--- src/design/rgb_pixel_format_converter_macros.svh ---
// Assertion macros for the RGB pixel format converter.
// Expects clk and arst_n in the scope of each use.
`ifndef RGB_PIXEL_FORMAT_CONVERTER_MACROS_SVH
`define RGB_PIXEL_FORMAT_CONVERTER_MACROS_SVH

// Same-cycle implication, disabled while reset is asserted.
`define RPFC_ASSERT_NOW(lbl, ante, cons, msg) \
	lbl: assert property (@(posedge clk) disable iff (!arst_n) (ante) |-> (cons)) \
		else $error(msg);

// Next-cycle implication, disabled while reset is asserted.
`define RPFC_ASSERT_NEXT(lbl, ante, cons, msg) \
	lbl: assert property (@(posedge clk) disable iff (!arst_n) (ante) |=> (cons)) \
		else $error(msg);

`endif

--- src/design/rpfc_pkg.sv ---
// Shared types and constants of the RGB pixel format converter.
// No dependencies.
package rpfc_pkg;

	localparam int LEVELS     = 256;
	localparam int WORD_W     = 32;
	localparam int COMP_W     = 8;
	localparam int LUMA_W     = 12;
	localparam logic [LUMA_W-1:0] DARK_LIMIT = 12'hc00;

	typedef enum logic [2:0] {
		MODE_BGR24    = 3'd0,
		MODE_RGB24    = 3'd1,
		MODE_MASK16   = 3'd2,
		MODE_MASK32   = 3'd3,
		MODE_GREY8    = 3'd4,
		MODE_PALETTE8 = 3'd5,
		MODE_BITS_MSB = 3'd6,
		MODE_BITS_LSB = 3'd7
	} rpfc_mode_t;

	typedef enum logic [1:0] {
		ACT_PIXEL = 2'd0,
		ACT_COMP  = 2'd1,
		ACT_PAL   = 2'd2
	} rpfc_action_t;

	typedef enum logic [1:0] {
		CH_RED   = 2'd0,
		CH_GREEN = 2'd1,
		CH_BLUE  = 2'd2
	} rpfc_channel_t;

	typedef enum logic {
		REG_FORMAT_MODE = 1'b0,
		REG_XOR_VALUE   = 1'b1
	} rpfc_reg_t;

	typedef struct packed {
		logic step;
		logic dark;
		logic lsb_first;
		logic row_end;
	} rpfc_pack_req_t;

	typedef struct packed {
		logic              emit;
		logic [COMP_W-1:0] bits;
		logic [2:0]        pos;
	} rpfc_pack_t;

endpackage

--- src/design/rpfc_bilevel.sv ---
// Bilevel packer: collects one bit per pixel into a byte, MSB- or LSB-first.
// Depends on rpfc_pkg.
module rpfc_bilevel (
	input  logic                    clk,
	input  logic                    arst_n,
	input  rpfc_pkg::rpfc_pack_req_t req,
	output rpfc_pkg::rpfc_pack_t     st
);

	logic [rpfc_pkg::COMP_W-1:0] acc_q;
	logic [2:0]                  pos_q;
	logic [2:0]                  shift;
	logic [rpfc_pkg::COMP_W-1:0] bits_n;
	logic                        emit;

	always_comb begin
		shift  = req.lsb_first ? pos_q : ~pos_q;
		bits_n = acc_q | (rpfc_pkg::COMP_W'(req.dark) << shift);
		emit   = (pos_q == 3'd7) || req.row_end;
	end

	always_ff @(posedge clk or negedge arst_n) begin
		if (!arst_n) begin
			acc_q <= '0;
			pos_q <= '0;
		end else if (req.step) begin
			if (emit) begin
				acc_q <= '0;
				pos_q <= '0;
			end else begin
				acc_q <= bits_n;
				pos_q <= pos_q + 3'd1;
			end
		end
	end

	assign st.emit = emit;
	assign st.bits = bits_n;
	assign st.pos  = pos_q;

endmodule
--- config.mk ---
export PLATFORM = sky130hd
export DESIGN_NAME = rpfc_bilevel
export DESIGN_NICKNAME = d
export VERILOG_FILES = /design/src/design/rgb_pixel_format_converter_macros.svh /design/src/design/rpfc_pkg.sv /design/src/design/rpfc_bilevel.sv
export SDC_FILE = /design/constraint.sdc
export NUM_CORES = 1
export LEC_CHECK = 0
export BUFFER_PORTS_ARGS = -buffer_cell sky130_fd_sc_hd__buf_2
export CELL_PAD_IN_SITES_DETAIL_PLACEMENT = 0
export CELL_PAD_IN_SITES_GLOBAL_PLACEMENT = 1
export CORE_MARGIN = 5
export CORE_UTILIZATION = 37
export DETAILED_ROUTE_END_ITERATION = 10
export PLACE_DENSITY = 0.82
export SLEW_MARGIN = 10
export SYNTH_ARGS = -nofsm -noshare
export SYNTH_HDL_FRONTEND = slang
export SYNTH_SLANG_ARGS = --single-unit
--- constraint.sdc ---
create_clock -name clk -period 1.71 [get_ports clk]
set_input_delay 0.342 -clock clk [delete_from_list [all_inputs] [get_ports clk]]
set_output_delay 0.342 -clock clk [all_outputs]
set_load 0.01 [all_outputs]
### After elaboration in Yosys (flattened, before gate mapping)

Cells that the tools add are included.

| storage, ports and cells | value |
|---|---|
| logic and storage cells | 11 |
| output and inout port bits | 12 |
| input port bits | 6 |
| bits in registers | 11 |

| cells by class | value |
|---|---|
| shifts and indexed selects | 1 |
| $add $sub $neg | 1 |
| mux-type cells | 3 |
| bitwise operators | 2 |
| reductions and logical operators | 1 |
| equal/unequal tests | 1 |

Operators by type and width:

| kind | count |
|---|---|
| $mux 8 | 1 |
| $or 8x8->8 | 1 |
| $shl 1x3->8 | 1 |
| $mux 3 | 2 |
| $add 3x1->3 const B | 1 |
| $eq 3x3->1 const B | 1 |
| $not 3->3 | 1 |
| $logic_or 1x1->1 | 1 |

### Longest topological paths before layout

| depth | value |
|---|---|
| depth in word-level cells | 5 |
| mapped depth | 6 |
| gate-level depth less buffers | 5 |

### Least setup slack after synthesis

OpenSTA, ideal clock, no wires.

| timing | value |
|---|---|
| path kind | register to output |
| start | reg pos_q[0] |
| end | out st[11] (netlist bit) |
| setup slack | 101 ps |
| required time | 1368 ps |
| stages on the path, launching flop included | 6 |
| buffers on the path | 1 |
| arrival | 1267 ps |
| path through | dfrtp_1 > ha_1 > ha_1 > nor2_1 > inv_1 > buf_4 |

| between the ends | value |
|---|---|
| word-level cells in the longest chain between the ends | 2 |

RTL lines:

| item | line | source |
|---|---|---|
| start, declared | rpfc_bilevel.sv:11 | `logic [2:0] pos_q;` |
| start signal, assigned | rpfc_bilevel.sv:32 | `pos_q <= pos_q + 3'd1;` |
| $eq 3x3->1 | rpfc_bilevel.sv:19 | `emit = (pos_q == 3'd7) \|\| req.row_end;` |
| $logic_or 1x1->1 | rpfc_bilevel.sv:19 |  |
| end, declared | rpfc_bilevel.sv:7 | `output rpfc_pkg::rpfc_pack_t st` |

No other way between the ends.

==> flow_metrics.env <==
export IMPL_netlist_area_um2=638
export IMPL_mostFrequentLayoutCell="buf_2"
export IMPL_ys_seq_area_share_pct=43.1
export IMPL_tns_ns=-0.376
export IMPL_core_area_um2=1690
export IMPL_first_global_vias=613
export IMPL_status="complete, but fails checks"
export IMPL_dp_hpwl_um=994
export IMPL_layout_drive_gt1_share_pct=56.0
export IMPL_clkSlewWorstSetupHoldPaths_ns=0.07
export IMPL_critPathLaunch="pos_q[0]"
export IMPL_die_area_um2=2660
export IMPL_io_pins=18
export IMPL_grt_max_degree=12
export IMPL_fin_crit_sh_pct=103
export IMPL_cts_buffers=3
export IMPL_p_leak_nw=0.499
export IMPL_min_path_type="in2reg"
export IMPL_peakVddDrop_v=0.000363
export IMPL_timing_rr_start="pos_q[0]"
export IMPL_initial_utilization_pct=37.8
export IMPL_rows=15
export IMPL_p_comb_share_pct=36.2
export IMPL_intPower_mw=0.526
export IMPL_drv_cap=0
export IMPL_synth_distinct_cells=19
export IMPL_io_buffers=17
export IMPL_crit_path_start_kind="register"
export IMPL_synth_area_per_cell_um2=10.5
export IMPL_final_hold_viol_count=0
export IMPL_drt_iter0_drc=6
export IMPL_slew_violations=0
export IMPL_place_ws_ns=0.155
export IMPL_seqPwrFrac_pct=41.0
export IMPL_dpl_cell_count=93
export IMPL_cts_tree="done"
export IMPL_num_vias=558
export IMPL_p_per_area_nw_per_um2=831
export IMPL_clockBufferDepth=2
export IMPL_rsz0062_at_grt="true"
export IMPL_cp_max_fo=6
export IMPL_final_min_clock_period_ns=1.76
export IMPL_drc=0
export IMPL_synth_cells=61
export IMPL_final_net_count=100
export IMPL_htree_levels=1
export IMPL_synthTopCellsByArea="dfrtp_1, a22o_1, a21o_1, o22ai_1, ha_1"
export IMPL_setup_slack_ns=-0.0533
export IMPL_cts_sinks=11
export IMPL_fmax_mhz=567
export IMPL_synth_top_area_share_pct=43.1
export IMPL_crit_arrival_ns=1.42
export IMPL_ant_nets=0
export IMPL_finalSetupViolCount=9
export IMPL_clock_power_share_pct=22.8
export IMPL_ys_seq_elements=11
export IMPL_overflow=0
export IMPL_p_sw_mw=0.238
export IMPL_cp_end_kind="output port"
export IMPL_cp_required_ns=1.37
export IMPL_switching_share_pct=31.1
export IMPL_place_gp_congestion=0.787
export IMPL_diodes=0
export IMPL_wl_mm=1.55
export IMPL_timing_slew_headroom_pct=80.8
export IMPL_antenna_found_initial=0
export IMPL_tightest_slew_ns=0.288
export IMPL_final_core_util_pct=54.4
export IMPL_avgViaCountPerCell=5.17
export IMPL_area_growth_synth_to_final_pct=43.9
export IMPL_drtPass1Iterations=3
export IMPL_final_cells=108
export IMPL_fillers=153
export IMPL_violations="setup timing"
export IMPL_die_h_um=51.5
export IMPL_grt_usage_pct=13.2
export IMPL_grt_pass1_wl_mm=2.62
export IMPL_mostFrequentLayoutCells="buf_2, buf_4, a21o_1, a22o_1, dfrtp_1"
export IMPL_hold_start="req[3]"
export IMPL_cts_root_buf="clkbuf_4"
export IMPL_syn_num_nets=69
export IMPL_synth_largest_area_cell="dfrtp_1"
export IMPL_post_drt_wl_per_cell_um=14.3
export IMPL_die_w_um=51.5
export IMPL_clk_latency_ns=0.26
export IMPL_path_class="reg2out"
export IMPL_yosysWarnings=0
export IMPL_finClkSkew_ns=0.00156
-- logic make-up (layout without fill, tap and decap cells) --
kind of cell,count (synthesis),after routing,synth area share [%]
AO/OA/AOI/OAI,27,27,32.4
AND/OR/NAND/NOR,13,13,11.8
flip-flops,11,11,43.1
buffers and inverters,7,37,7.25
adder cells (fa/ha/maj),2,2,3.92
multiplexers,1,1,1.57
-- worst max-delay path: stages (launching register included) --
cell	delay, ns
dfrtp_2	0.45
nand2b_1	0.25
o22ai_2	0.15
a21o_1	0.19
buf_2	0.13
-- sequential cells by signal, summed over array words and instances, names as in the netlist --
name   flops
acc_q      8
pos_q      3
-- synth_stat cells (all sizes together) --
library cell and count:
dfrtp 11, a21o 8, a22o 8, o22ai 8
buf 3, inv 3, nand2 3, nand2b 3
o21ai 3, ha 2, nand3 2, or2 2
and3 1, clkbuf 1, mux2i 1, nor2 1
or2b 1
-- final timing paths --
| check | end | slack, ns | depth (start not counted) |
|---|---|---|---|
| worst max-delay path | st[7] | -0.05 | 4 |
| worst min-delay path | pos_q[1] | 0.37 | 2 |
| worst max register to register | pos_q[2] | 0.11 | 9 |
| worst min register to register | acc_q[0] | 0.51 | 1 |
| max in group asynchronous | pos_q[2] | 1.01 | 2 |
| min in group asynchronous | acc_q[5] | 0.47 | 2 |
-- layout make-up --
cell class	instances	area, um2	area share (%)
Multi-Input combinational cell	43	395	43.1
Timing Repair Buffer	30	185	20.2
Tap cell	17	21.3	2.32
Clock buffer	4	26.3	2.86
Sequential cell	11	279	30.4
Inverter	3	11.3	1.23
-- power by group through the flow --
| stage | sequential (mW) | clock (mW) | combinational, mW |
|---|---|---|---|
| 3_3_place_gp | 0.315 | 0 | 0.194 |
| 3_5_place_dp | 0.317 | 0 | 0.194 |
| 6_report | 0.313 | 0.174 | 0.277 |
| 5_1_grt | 0.317 | 0.201 | 0.301 |
| 2_1_floorplan | 0.315 | 0 | 0.131 |
| 4_1_cts | 0.311 | 0.181 | 0.268 |
-- timing repair --
action                                  4_1_cts  5_1_grt
setup buffers                                10        0
resized for setup                            16        3
hold buffers                                  1        0
endpoints found under the setup margin        9       10
pin swaps                                    10        4
hold endpoints to repair                     11        0
-- metrics by stage --
step	instance area (um2)	hold WS, ns	power, mW
2_1_floorplan	638	0.0464	0.447
3_3_place_gp	724	0.224	0.508
3_5_place_dp	724	0.227	0.511
4_1_cts	905	0.371	0.760
5_1_grt	918	0.378	0.819
6_report	918	0.374	0.763
-- routing by layer --
| layer | global-route usage (%) | wire length, um | share of wire, % |
|---|---|---|---|
| met3 | 4.01 | 88 | 5.7 |
| met1 | 15.0 | 764 | 49 |
| met2 | 22.9 | 692 | 45 |
| met4 | 5.24 | 0 | 0 |
| met5 | 0 | 0 | 0 |
Power figures use the tool's default switching activity.
